### config.mk
export PLATFORM = sky130hd
export DESIGN_NAME = pd_message_deframer_rx_core
export DESIGN_NICKNAME = d
export VERILOG_FILES = /design/src/hdl/pd_dfr_pkg.sv /design/src/hdl/pd_dfr_crc.sv /design/src/hdl/pd_message_deframer_rx_core.sv
export SDC_FILE = /design/constraint.sdc
export NUM_CORES = 1
export LEC_CHECK = 0
export ABC_AREA = 1
export BUFFER_PORTS_ARGS = -buffer_cell sky130_fd_sc_hd__buf_2
export CORE_ASPECT_RATIO = 1.2
export CORE_MARGIN = 10
export CORE_UTILIZATION = 35
export CTS_BUF_LIST = sky130_fd_sc_hd__clkbuf_8
export DETAILED_ROUTE_END_ITERATION = 8
export PLACE_DENSITY = 0.62
export RECOVER_POWER = 100
export SETUP_SLACK_MARGIN = 0.4
export SLEW_MARGIN = 0
export SYNTH_ARGS = -nofsm -noshare
export SYNTH_HDL_FRONTEND = slang
export SYNTH_SLANG_ARGS = --single-unit
### constraint.sdc
create_clock -name clk -period 3.51 [get_ports clk]
set_input_delay 0.351 -clock clk [delete_from_list [all_inputs] [get_ports clk]]
set_output_delay 0.351 -clock clk [all_outputs]
set_load 0.01 [all_outputs]
### src/hdl/pd_dfr_pkg.sv
// Types, constants and helper functions shared by the PD deframer receiver.
`timescale 1ns / 1ps
`default_nettype none

package pd_dfr_pkg;

  // Line codes used for start-of-packet detection
  localparam logic [4:0] SYM_SYNC1 = 5'h18;
  localparam logic [4:0] SYM_SYNC2 = 5'h11;
  // Window ordering: oldest symbol in the low bits, newest in bits 19:15
  localparam logic [19:0] SOP_PATTERN = {SYM_SYNC2, SYM_SYNC1, SYM_SYNC1, SYM_SYNC1};

  // Reflected CRC-32 polynomial and preset
  localparam logic [31:0] CRC_POLY = 32'hEDB8_8320;
  localparam logic [31:0] CRC_INIT = 32'hFFFF_FFFF;

  // Bit 4 set in a decode entry marks a K-code or an invalid symbol
  localparam logic [4:0] SYM_TO_NIB [32] = '{
    5'h10, 5'h10, 5'h10, 5'h10, 5'h10, 5'h10, 5'h10, 5'h10,
    5'h10, 5'h01, 5'h04, 5'h05, 5'h10, 5'h10, 5'h06, 5'h07,
    5'h10, 5'h10, 5'h08, 5'h09, 5'h02, 5'h03, 5'h0A, 5'h0B,
    5'h10, 5'h10, 5'h0C, 5'h0D, 5'h0E, 5'h0F, 5'h00, 5'h10
  };

  // Result kinds
  typedef enum logic [2:0] {
    KIND_HEADER  = 3'd0,
    KIND_PAYLOAD = 3'd1,
    KIND_GOOD    = 3'd2,
    KIND_CRC_ERR = 3'd3,
    KIND_SYM_ERR = 3'd4,
    KIND_TRUNC   = 3'd5
  } kind_t;

  // Receiver phase, one-hot
  typedef enum logic [3:0] {
    PH_HUNT = 4'b0001,
    PH_HEAD = 4'b0010,
    PH_DATA = 4'b0100,
    PH_CRC  = 4'b1000
  } phase_t;

  // Control from the deframer sequencer to the CRC unit
  typedef struct packed {
    logic       init;
    logic       upd;
    logic [3:0] nib;
  } crc_ctl_t;

  // Advance a reflected CRC-32 by one nibble, bit 0 first
  function automatic logic [31:0] crc_nib(input logic [31:0] crc, input logic [3:0] nib);
    logic [31:0] c;
    c = crc ^ {28'd0, nib};
    for (int i = 0; i < 4; i++) begin
      c = (c >> 1) ^ (c[0] ? CRC_POLY : 32'd0);
    end
    return c;
  endfunction

endpackage

`default_nettype wire

### src/hdl/pd_dfr_crc.sv
// Running CRC-32 register, advanced one nibble per header or payload symbol.
`timescale 1ns / 1ps
`default_nettype none

module pd_dfr_crc import pd_dfr_pkg::*; (
  input  wire logic        clk,
  input  wire logic        rst_n,
  input  wire crc_ctl_t    ctl,
  output logic [31:0]      crc
);

  logic [31:0] crc_r;
  logic [31:0] crc_nxt;

  // Preset at packet start, else fold in the decoded nibble
  always_comb begin
    crc_nxt = crc_r;
    if (ctl.init) begin
      crc_nxt = CRC_INIT;
    end else if (ctl.upd) begin
      crc_nxt = crc_nib(crc_r, ctl.nib);
    end
  end

  always_ff @(posedge clk) begin
    if (!rst_n) begin
      crc_r <= CRC_INIT;
    end else begin
      crc_r <= crc_nxt;
    end
  end

  assign crc = crc_r;

endmodule

`default_nettype wire

### src/hdl/pd_message_deframer_rx_core.sv
// Top level of the USB PD 4b5b packet receiver with CRC-32 check.
//
//  channel  direction  signals                                        transaction
//  in_      sink       in_symbol[4:0], in_line_idle                   one line symbol
//  out_     source     out_kind, out_value, out_word_index, out_last  header/word/status
//
// One symbol per cycle sustained while the output register is not stalled; an accepted
// symbol is captured in the input register, and its result (if any) is then written to
// the output register, which raises out_valid. Symbols that give no result
// still pass through the input register and update the state.
// The output register stalls the input register only while a result is held.
// Synchronous active-low reset returns the receiver to start-of-packet hunting.
`timescale 1ns / 1ps
`default_nettype none

module pd_message_deframer_rx_core import pd_dfr_pkg::*; #(
  parameter int MAX_DATA_WORDS = 7
) (
  input  wire logic        clk,
  input  wire logic        rst_n,
  input  wire logic        in_valid,
  output logic             in_ready,
  input  wire logic [4:0]  in_symbol,
  input  wire logic        in_line_idle,
  output logic             out_valid,
  input  wire logic        out_ready,
  output logic [2:0]       out_kind,
  output logic [31:0]      out_value,
  output logic [2:0]       out_word_index,
  output logic             out_last
);

  localparam logic [2:0] MAX_WORDS = 3'(MAX_DATA_WORDS);

  // Input register
  logic       s1_valid_r, s1_valid_nxt;
  logic [4:0] s1_symbol_r;
  logic       s1_idle_r;
  logic       s1_adv, s1_fire, in_fire;

  // Receiver state
  phase_t      phase_r, phase_nxt;
  logic [19:0] win_r, win_nxt;
  logic [31:0] shift_r, shift_nxt;
  logic [2:0]  cnt_r, cnt_nxt;
  logic [2:0]  exp_r, exp_nxt;
  logic [2:0]  done_r, done_nxt;

  // Output register
  logic        out_valid_r, out_valid_nxt;
  kind_t       out_kind_r;
  logic [31:0] out_value_r;
  logic [2:0]  out_idx_r;
  logic        out_last_r;

  // Result of the current symbol
  logic        res_vld;
  kind_t       res_kind;
  logic [31:0] res_value;
  logic [2:0]  res_idx;
  logic        res_last;

  // Decode and CRC signals
  crc_ctl_t    crc_ctl;
  logic [31:0] crc;
  logic [4:0]  nib_raw;
  logic [19:0] win_shift;
  logic [31:0] shift_new;
  logic [2:0]  cnt_new;
  logic [2:0]  done_new;
  logic [2:0]  hdr_cnt;

  // Handshake: the input register moves whenever the output register can take
  assign s1_adv   = !out_valid_r || out_ready;
  assign s1_fire  = s1_valid_r && s1_adv;
  assign in_ready = !s1_valid_r || s1_adv;
  assign in_fire  = in_valid && in_ready;

  always_comb begin
    s1_valid_nxt = s1_valid_r;
    if (in_fire) begin
      s1_valid_nxt = 1'b1;
    end else if (s1_fire) begin
      s1_valid_nxt = 1'b0;
    end
  end

  always_ff @(posedge clk) begin
    if (!rst_n) begin
      s1_valid_r <= 1'b0;
    end else begin
      s1_valid_r <= s1_valid_nxt;
    end
  end

  always_ff @(posedge clk) begin
    if (in_fire) begin
      s1_symbol_r <= in_symbol;
      s1_idle_r   <= in_line_idle;
    end
  end

  // Symbol decode helpers
  assign nib_raw   = SYM_TO_NIB[s1_symbol_r];
  assign win_shift = {s1_symbol_r, win_r[19:5]};
  assign shift_new = {nib_raw[3:0], shift_r[31:4]};
  assign cnt_new   = cnt_r + 3'd1;
  assign done_new  = done_r + 3'd1;
  assign hdr_cnt   = (shift_new[30:28] > MAX_WORDS) ? MAX_WORDS : shift_new[30:28];

  // Packet sequencer
  always_comb begin
    phase_nxt   = phase_r;
    win_nxt     = win_r;
    shift_nxt   = shift_r;
    cnt_nxt     = cnt_r;
    exp_nxt     = exp_r;
    done_nxt    = done_r;
    res_vld     = 1'b0;
    res_kind    = KIND_HEADER;
    res_value   = 32'd0;
    res_idx     = 3'd0;
    res_last    = 1'b0;
    crc_ctl     = '0;
    crc_ctl.nib = nib_raw[3:0];

    if (s1_fire) begin
      case (phase_r)
        PH_HUNT: begin
          if (s1_idle_r) begin
            win_nxt = 20'd0;
          end else if (win_shift == SOP_PATTERN) begin
            phase_nxt    = PH_HEAD;
            win_nxt      = 20'd0;
            shift_nxt    = 32'd0;
            cnt_nxt      = 3'd0;
            exp_nxt      = 3'd0;
            done_nxt     = 3'd0;
            crc_ctl.init = 1'b1;
          end else begin
            win_nxt = win_shift;
          end
        end
        PH_HEAD, PH_DATA, PH_CRC: begin
          if (s1_idle_r || nib_raw[4]) begin
            // Line went idle or a non-data code: abort the packet
            phase_nxt = PH_HUNT;
            win_nxt   = 20'd0;
            shift_nxt = 32'd0;
            cnt_nxt   = 3'd0;
            exp_nxt   = 3'd0;
            done_nxt  = 3'd0;
            res_vld   = 1'b1;
            res_last  = 1'b1;
            if (s1_idle_r) begin
              res_kind = KIND_TRUNC;
            end else begin
              res_kind  = KIND_SYM_ERR;
              res_value = {27'd0, s1_symbol_r};
            end
          end else begin
            shift_nxt   = shift_new;
            cnt_nxt     = cnt_new;
            crc_ctl.upd = (phase_r != PH_CRC);
            if (phase_r == PH_HEAD) begin
              if (cnt_new == 3'd4) begin
                cnt_nxt   = 3'd0;
                shift_nxt = 32'd0;
                exp_nxt   = hdr_cnt;
                done_nxt  = 3'd0;
                phase_nxt = (hdr_cnt != 3'd0) ? PH_DATA : PH_CRC;
                res_vld   = 1'b1;
                res_kind  = KIND_HEADER;
                res_value = {16'd0, shift_new[31:16]};
              end
            end else if (cnt_new == 3'd0) begin
              if (phase_r == PH_DATA) begin
                shift_nxt = 32'd0;
                done_nxt  = done_new;
                if (done_new >= exp_r) begin
                  phase_nxt = PH_CRC;
                end
                res_vld   = 1'b1;
                res_kind  = KIND_PAYLOAD;
                res_value = shift_new;
                res_idx   = done_r;
              end else begin
                // Received CRC complete: compare with the complemented running CRC
                phase_nxt = PH_HUNT;
                win_nxt   = 20'd0;
                shift_nxt = 32'd0;
                cnt_nxt   = 3'd0;
                exp_nxt   = 3'd0;
                done_nxt  = 3'd0;
                res_vld   = 1'b1;
                res_last  = 1'b1;
                res_value = shift_new;
                res_kind  = (shift_new == ~crc) ? KIND_GOOD : KIND_CRC_ERR;
              end
            end
          end
        end
        default: begin
          phase_nxt = PH_HUNT;
        end
      endcase
    end
  end

  always_ff @(posedge clk) begin
    if (!rst_n) begin
      phase_r <= PH_HUNT;
      win_r   <= 20'd0;
      shift_r <= 32'd0;
      cnt_r   <= 3'd0;
      exp_r   <= 3'd0;
      done_r  <= 3'd0;
    end else begin
      phase_r <= phase_nxt;
      win_r   <= win_nxt;
      shift_r <= shift_nxt;
      cnt_r   <= cnt_nxt;
      exp_r   <= exp_nxt;
      done_r  <= done_nxt;
    end
  end

  // Running CRC over header and payload nibbles
  pd_dfr_crc u_crc (
    .clk   (clk),
    .rst_n (rst_n),
    .ctl   (crc_ctl),
    .crc   (crc)
  );

  // Output register
  always_comb begin
    out_valid_nxt = out_valid_r;
    if (s1_adv) begin
      out_valid_nxt = s1_fire && res_vld;
    end
  end

  always_ff @(posedge clk) begin
    if (!rst_n) begin
      out_valid_r <= 1'b0;
    end else begin
      out_valid_r <= out_valid_nxt;
    end
  end

  always_ff @(posedge clk) begin
    if (s1_fire && res_vld) begin
      out_kind_r  <= res_kind;
      out_value_r <= res_value;
      out_idx_r   <= res_idx;
      out_last_r  <= res_last;
    end
  end

  assign out_valid      = out_valid_r;
  assign out_kind       = out_kind_r;
  assign out_value      = out_value_r;
  assign out_word_index = out_idx_r;
  assign out_last       = out_last_r;

  // Checks
  a_last_on_status: assert property (@(posedge clk) disable iff (!rst_n)
    out_valid_r |-> (out_last_r == (out_kind_r != KIND_HEADER && out_kind_r != KIND_PAYLOAD)))
    else $error("last flag does not match result kind");

  a_idx_payload_only: assert property (@(posedge clk) disable iff (!rst_n)
    (out_valid_r && out_kind_r != KIND_PAYLOAD) |-> (out_idx_r == 3'd0))
    else $error("word index set on non-payload result");

  a_words_in_range: assert property (@(posedge clk) disable iff (!rst_n)
    (phase_r == PH_DATA) |-> (done_r < exp_r && exp_r <= MAX_WORDS))
    else $error("payload word counter out of range");

  a_head_count: assert property (@(posedge clk) disable iff (!rst_n)
    (phase_r == PH_HEAD) |-> (cnt_r < 3'd4))
    else $error("header nibble count overran");

  a_hunt_silent: assert property (@(posedge clk) disable iff (!rst_n)
    (s1_fire && phase_r == PH_HUNT) |-> !res_vld)
    else $error("result produced while hunting");

endmodule

`default_nettype wire

After elaboration in Yosys (flattened, before gate mapping)

Memory sizes are Yosys's and may differ from the RTL's.
Index checks and enable logic that the tools add are counted.
W data, S select, Z words.

Register bits after elaboration: 144
Bits in latches: 0
Memory bits (writable): 0
Bits in read-only memories: 160
Memories kept: 1

Memories:

| name            | depth | bits a word | read ports | clocked after Yosys merged registers in | write ports | line                               | text |
|---|---|---|---|---|---|---|---|
| (no name shown) | 32    | 5           | 1          | 0                                       | 0           | pd_message_deframer_rx_core.sv:104 | `assign nib_raw = SYM_TO_NIB[s1_symbol_r];` |

Add/subtract/negate cells: 2
$mul: 0
Divide/modulo/power cells: 0
$lt $le $gt $ge: 3
Equal/unequal tests: 17
Shifts and indexed selects: 0
Multiplexer cells: 80
Bitwise gates (word level): 12
Reductions and logical operators: 21

Operators with widths:

| operator               | count |
|---|---|
| $mux W32               | 13 |
| $xor A31 B32 Y32       | 4 |
| $mux W20               | 6 |
| $pmux W32 S2           | 1 |
| $mux W3                | 19 |
| $pmux W20 S2           | 1 |
| $mux W4                | 9 |
| $eq A32 B32 Y1         | 1 |
| $not A32 Y32           | 1 |
| $xor A32 B4 Y32        | 1 |
| $eq A20 B20 Y1 const B | 1 |
| $mux W1                | 19 |
| $pmux W3 S2            | 3 |
| $mux W16               | 1 |
| $ne A4 B4 Y1 const B   | 4 |
| $mux W5                | 3 |
| $reduce_and A6 Y1      | 2 |
| $ne A3 B3 Y1 const B   | 3 |
| $mux W2                | 4 |
| $pmux W4 S2            | 1 |
| $reduce_and A7 Y1      | 1 |
| $add A3 B1 Y3 const B  | 2 |
| $ge A6 B6 Y1 const B   | 1 |
| $not A5 Y6             | 1 |
| other kinds (22)       | 33 |

Depth between registers and ports, before layout

Word-level depth: 13
Mapped depth: 15

Cells and area by module

Synthesis repeated with hierarchy kept, for this count alone.

Cells, all modules: 918
Area, all modules: 7,245.7 um^2

Modules (own cells, without submodules):

| module                      | times used | cells an instance | area each (um^2) | sequential area each (um^2) |
|---|---|---|---|---|
| pd_message_deframer_rx_core | 1          | 674               | 5,430.2          | 2,512.4 |
| pd_dfr_crc                  | 1          | 244               | 1,815.5          | 640.6 |

Worst setup path after synthesis

No wires, ideal clock.

Path type: flip-flop to flip-flop
Start point: register s1_symbol_r[1]
End point: register out_kind_r[0] (netlist: out_kind[0]), enable pin
Library setup time: 0.450 ns
Arrival time: 3.116 ns
Data required time: 3.060 ns
Path slack: -0.056 ns
Cell stages (with the launch flop): 10
Path buffers: 1
Cells stage by stage: edfxtp_1 inv_1 ha_1 nand3_1 nand2_1 inv_1 nand2_1 nor2_2 buf_4 a21oi_1

Word-level cells in the longest chain between the ends: 9

Ends and longest elaborated chain:

| item                                       | line                               | text |
|---|---|---|
| start, declared                            | pd_message_deframer_rx_core.sv:37  | `logic [4:0] s1_symbol_r;` |
| start signal, assigned                     | pd_message_deframer_rx_core.sv:98  | `s1_symbol_r <= in_symbol;` |
| $not A5 Y6 (not written as such)           | pd_message_deframer_rx_core.sv:104 |  |
| $mem_v2 Z32 W5                             | --                                 |  |
| $mux W5 (not written as such) (2 in a row) | pd_message_deframer_rx_core.sv:104 |  |
| $logic_or A1 B1 Y1                         | pd_message_deframer_rx_core.sv:145 | `if (s1_idle_r \|\| nib_raw[4]) begin` |
| $mux W1                                    | pd_message_deframer_rx_core.sv:145 |  |
| $mux W1                                    | pd_message_deframer_rx_core.sv:128 | `case (phase_r)` |
| $mux W1                                    | pd_message_deframer_rx_core.sv:127 | `if (s1_fire) begin` |
| $logic_and A1 B1 Y1                        | pd_message_deframer_rx_core.sv:253 | `if (s1_fire && res_vld) begin` |
| end signal, assigned                       | pd_message_deframer_rx_core.sv:254 | `out_kind_r <= res_kind;` |
| end, declared                              | pd_message_deframer_rx_core.sv:51  | `kind_t out_kind_r;` |

No other way between the ends. The select of a mux whose other input is x is not followed.
A chain may end at the register's enable or synchronous reset.

Final worst setup path

Start point: register s1_symbol_r[1]
End point: register u_crc.crc_r[8] (netlist: u_crc.crc[8])

Word-level cells in the longest chain between the ends: 10
Elaborated cells between the ends (all ways): 20
Classes of those cells: eq/ne (1); mux (10); bitwise (6); reduce/logical (2); memory (1)

Ends and longest elaborated chain:

| item                                                | line                               | text |
|---|---|---|
| $not A5 Y6 (not written as such)                    | pd_message_deframer_rx_core.sv:104 |  |
| $mem_v2 Z32 W5                                      | --                                 |  |
| $mux W5 (not written as such) (2 in a row)          | pd_message_deframer_rx_core.sv:104 |  |
| $xor A32 B4 Y32                                     | pd_dfr_pkg.sv:53                   | `c = crc ^ {28'd0, nib};` |
| $xor A31 B32 Y32 (2 in a row)                       | pd_dfr_pkg.sv:55                   | `c = (c >> 1) ^ (c[0] ? CRC_POLY : 32'd0);` |
| $mux W32 / $xor A31 B32 Y32 (equally long branches) | pd_dfr_pkg.sv:55                   |  |
| $xor A31 B32 Y32 / $mux W32 (equally long branches) | pd_dfr_pkg.sv:55                   |  |
| $xor A31 B32 Y32                                    | pd_dfr_pkg.sv:55                   |  |
| end signal, assigned                                | pd_dfr_crc.sv:29                   | `crc_r <= crc_nxt;` |
| end, declared                                       | pd_dfr_crc.sv:12                   | `logic [31:0] crc_r;` |

Parallel ways exist; a longest one is shown, timed or not. The select of a mux whose other input is x is not followed.

==> reports/qor.yml <==
worst_setup_path:
  slowest_delay_ns: 0.51
  timing.critical_path.fanout_max: 33
  ff_to_ff_end: "u_crc.crc[8]"
  critical_path_class: "reg -> reg"
  crit_path_top_delay_cell: "edfxtp_1"
  critPathLaunchType: "flop"
  critical_path.reg2reg.startpoint: "s1_symbol_r[1]"
  critical_path.cell_chain: "inv_1 -> ha_1 -> nand3_1 -> nand2_1 -> inv_1 -> nand2_1 -> nor2_2 -> nand2_1 -> nand2_1 -> nand2_1 -> clkbuf_2 -> a21oi_1 -> o21ai_0 -> nand2_1"
  setup.worst_path.end_class: "flop"
  cp_data_required_time_ns: 3.92
  cp-endpoint: "u_crc.crc[8]"
  setup.worst_path.start: "s1_symbol_r[1]"
  worst_path_most_repeated_cell: "nand2_1"
  regToRegSetupSlack_ns: 0.57
  reg2regPathDepth: 14
  arrival_ns: 3.35
routing:
  initialDrtViolationCount: 527
  wl_per_cell_um: 15.5
  route.vias.total: 6342
  ant_nets: 0
  remaining_drc_errors: 0
  avgViaCountPerCell: 4.97
  drt-pass1-iter-count: 5
  finalWirelength_mm: 19.8
global_route:
  grt_pass1_wl_mm: 31.7
  grt_pass1_vias: 5994
  grt.overflow.total: 0
  grt_antenna_before_repair: 0
  track_usage_pct: 15.2
  largest_net_degree_at_the_start_of_global_routing: 35
floorplanning:
  rows: 56
  core-area_mm2: 0.0197
  initial_core_util_pct: 35.8
  die_w_um: 150
  die_area_mm2: 0.0262
  die_height_um: 175
  io_pins: 51
synth:
  yosysTopAreaCellShare_pct: 25.6
  syn-mean-instance-area_um2: 7.32
  seq_area_frac_synth_pct: 44.8
  syn-instance-count: 962
  ys.warnings.count: 0
  synthTopCellsByArea: "dfxtp_1 (26%), edfxtp_1 (19%), nand2_1 (13%)"
  synth_area_mm2: 0.00705
  post-synth-top-area-cell: "dfxtp_1"
  yosysUniqueCellTypes: 35
  postSynthNetCount: 981
  ys_ff_latch: 135
clock_network:
  post-cts-setup-buffer-count: 0
  ctsResizeCount: 0
  tritoncts: "done"
  cts_hold_buffers: 0
  path_clk_slew_ns: 0.08
  clk_path_buf_depth: 2
  clock_tree.root_cell: "clkbuf_8"
  insertion_delay_ns: 0.46
  htree_levels: 4
  cts_num_sinks: 135
  numCtsBuffers: 17
outcome:
  outcome: "completed"
final_layout:
  final_cell_area_mm2: 0.00785
  final_common_cell: "nand2_1"
  ant_cells: 0
  area_growth_syn_to_layout_pct: 11.5
  drive_gt1_share_pct: 6.80
  multi_input_area_mm2: 0.00327
  regArea_mm2: 0.00315
  layoutNonFillerInstCount: 1276
  final_net_count: 1021
  filler_cells_inserted: 2067
  most-common-layout-cells: "nand2_1 (255), nor2_1 (119), inv_1 (96)"
placed_design:
  gp_congestion: 0.874
  hpwlAfterDp_mm: 14.6
  portBuffers: 50
  dp.cells: 1244
  placed_area_mm2: 0.00747
sta:
  finalSetupTns_ns: 0
  timing.final.setup_violations: 0
  timing.final.max_slew_violations: 0
  max_slew_margin_pct: 25.3
  max_slew.worst_pin.slew_ns: 1.12
  finalCritPeriodShare_pct: 83.7
  grt_setup_unrepaired: "no"
  fin_crit_ns: 2.94
  hold_viol_final: 0
  fin_hold_ws_ns: 0.0744
  finClkSkew_ns: 0.0145
  maxClockFrequency_ghz: 0.340
power_and_ir_drop:
  power-per-cell-area_mw_per_mm2: 435
  static-leakage-power_nw: 3.14
  vdd_drop_max_uv: 224
job:
  max_cap_viol_count: 0
worst_hold_path:
  timing.hold.worst.class: "in -> reg"
[where the power goes]
part	internal (W)	switching, W
combinational	0.0000799	0.000206
clock	0.000853	0.000638
sequential	0.00162	0.0000180
total	0.00255	0.000862
[metrics by stage]
step	util (%)	setup WS [ns]	power [W]
finish	39.9	0.572	0.00341
global placement	38.0	0.920	0.00195
detailed placement	38.0	0.842	0.00196
floorplan	-	0.838	0.00188
global route	39.9	0.294	0.00355
CTS	40.3	0.800	0.00344
[cell usage after synthesis]
cell	count
xor2_1	23
a21oi_1	40
o21ai_0	43
buf_2	15
buf_6	6
ha_1	9
nor2_1	118
nor3_1	5
nand3b_1	1
and2_1	4
nand2_1	252
edfxtp_1	45
nor2_4	2
and3_1	2
inv_1	95
nand3_4	1
nand2_2	5
a21boi_0	1
inv_4	1
or2_2	7
buf_1	1
o211ai_1	15
nor2_2	2
clkbuf_1	9
dfxtp_1	90
o211ai_2	1
nand3_2	2
a31oi_1	1
inv_2	4
nand4_1	20
o21ai_1	41
clkinv_1	1
nand3_1	91
buf_4	7
xnor2_1	2
[routing by layer]
metal / share of wire (%) / vias up / GRT usage [%]
li1: - / 3214 / -
met1: 44 / 2921 / 18.3
met2: 50 / 172 / 25.8
met3: 3.7 / 35 / 2.39
met4: 3.0 / 0 / 7.58
met5: 0 / - / 0
[layout make-up]
class / instances / share of cell area [%]
Multi-Input combinational cell: 688 / 41.7
Sequential cell: 135 / 40.1
Inverter: 101 / 4.86
Tap cell: 261 / 4.16
Clock buffer: 21 / 3.68
Timing Repair Buffer: 59 / 3.31
Clock inverter: 11 / 2.15
[sequential cells by signal, indices dropped and copies added (netlist names)]
signal          cells
phase_r             4
out_valid           1
s1_idle_r           1
out_word_index      3
out_value          32
done_r              3
s1_symbol_r         5
out_last            1
exp_r               3
s1_valid_r          1
shift_r            28
win_r              15
cnt_r               3
u_crc.crc          32
out_kind            3
[worst min path at each step]
stage | start | to | slack (ns) | depth (start not counted)
2_1_floorplan | win_r[5] | win_r[5] | 0.44 | 2
3_3_place_gp | exp_r[1] | exp_r[1] | 0.48 | 2
3_5_place_dp | u_crc.crc[28] | u_crc.crc[28] | 0.48 | 2
4_1_cts | in_symbol[0] | s1_symbol_r[0] | 0.05 | 1
5_1_grt | in_symbol[0] | s1_symbol_r[0] | 0.05 | 1
6_report | in_symbol[0] | s1_symbol_r[0] | 0.07 | 1
[worst max-delay path, delay by kind of cell (launching register included)]
kind	cells	cell delay [ns]
fa+ha+maj	1	0.21
simple gates	8	1.16
buf+inv	3	0.62
compound gates	2	0.36
flops	1	0.51
[cells by family after synthesis]
kind of cell | Yosys count | share of synthesized area [%]
AOI/OAI and AO/OA | 142 | 10.8
xor gates and xnor gates | 25 | 3.11
and+or+nand+nor | 512 | 31.0
DFF | 135 | 44.8
buffers and inverters | 139 | 8.72
adders and majority gates | 9 | 1.60
(Power assumes the default switching activity.)
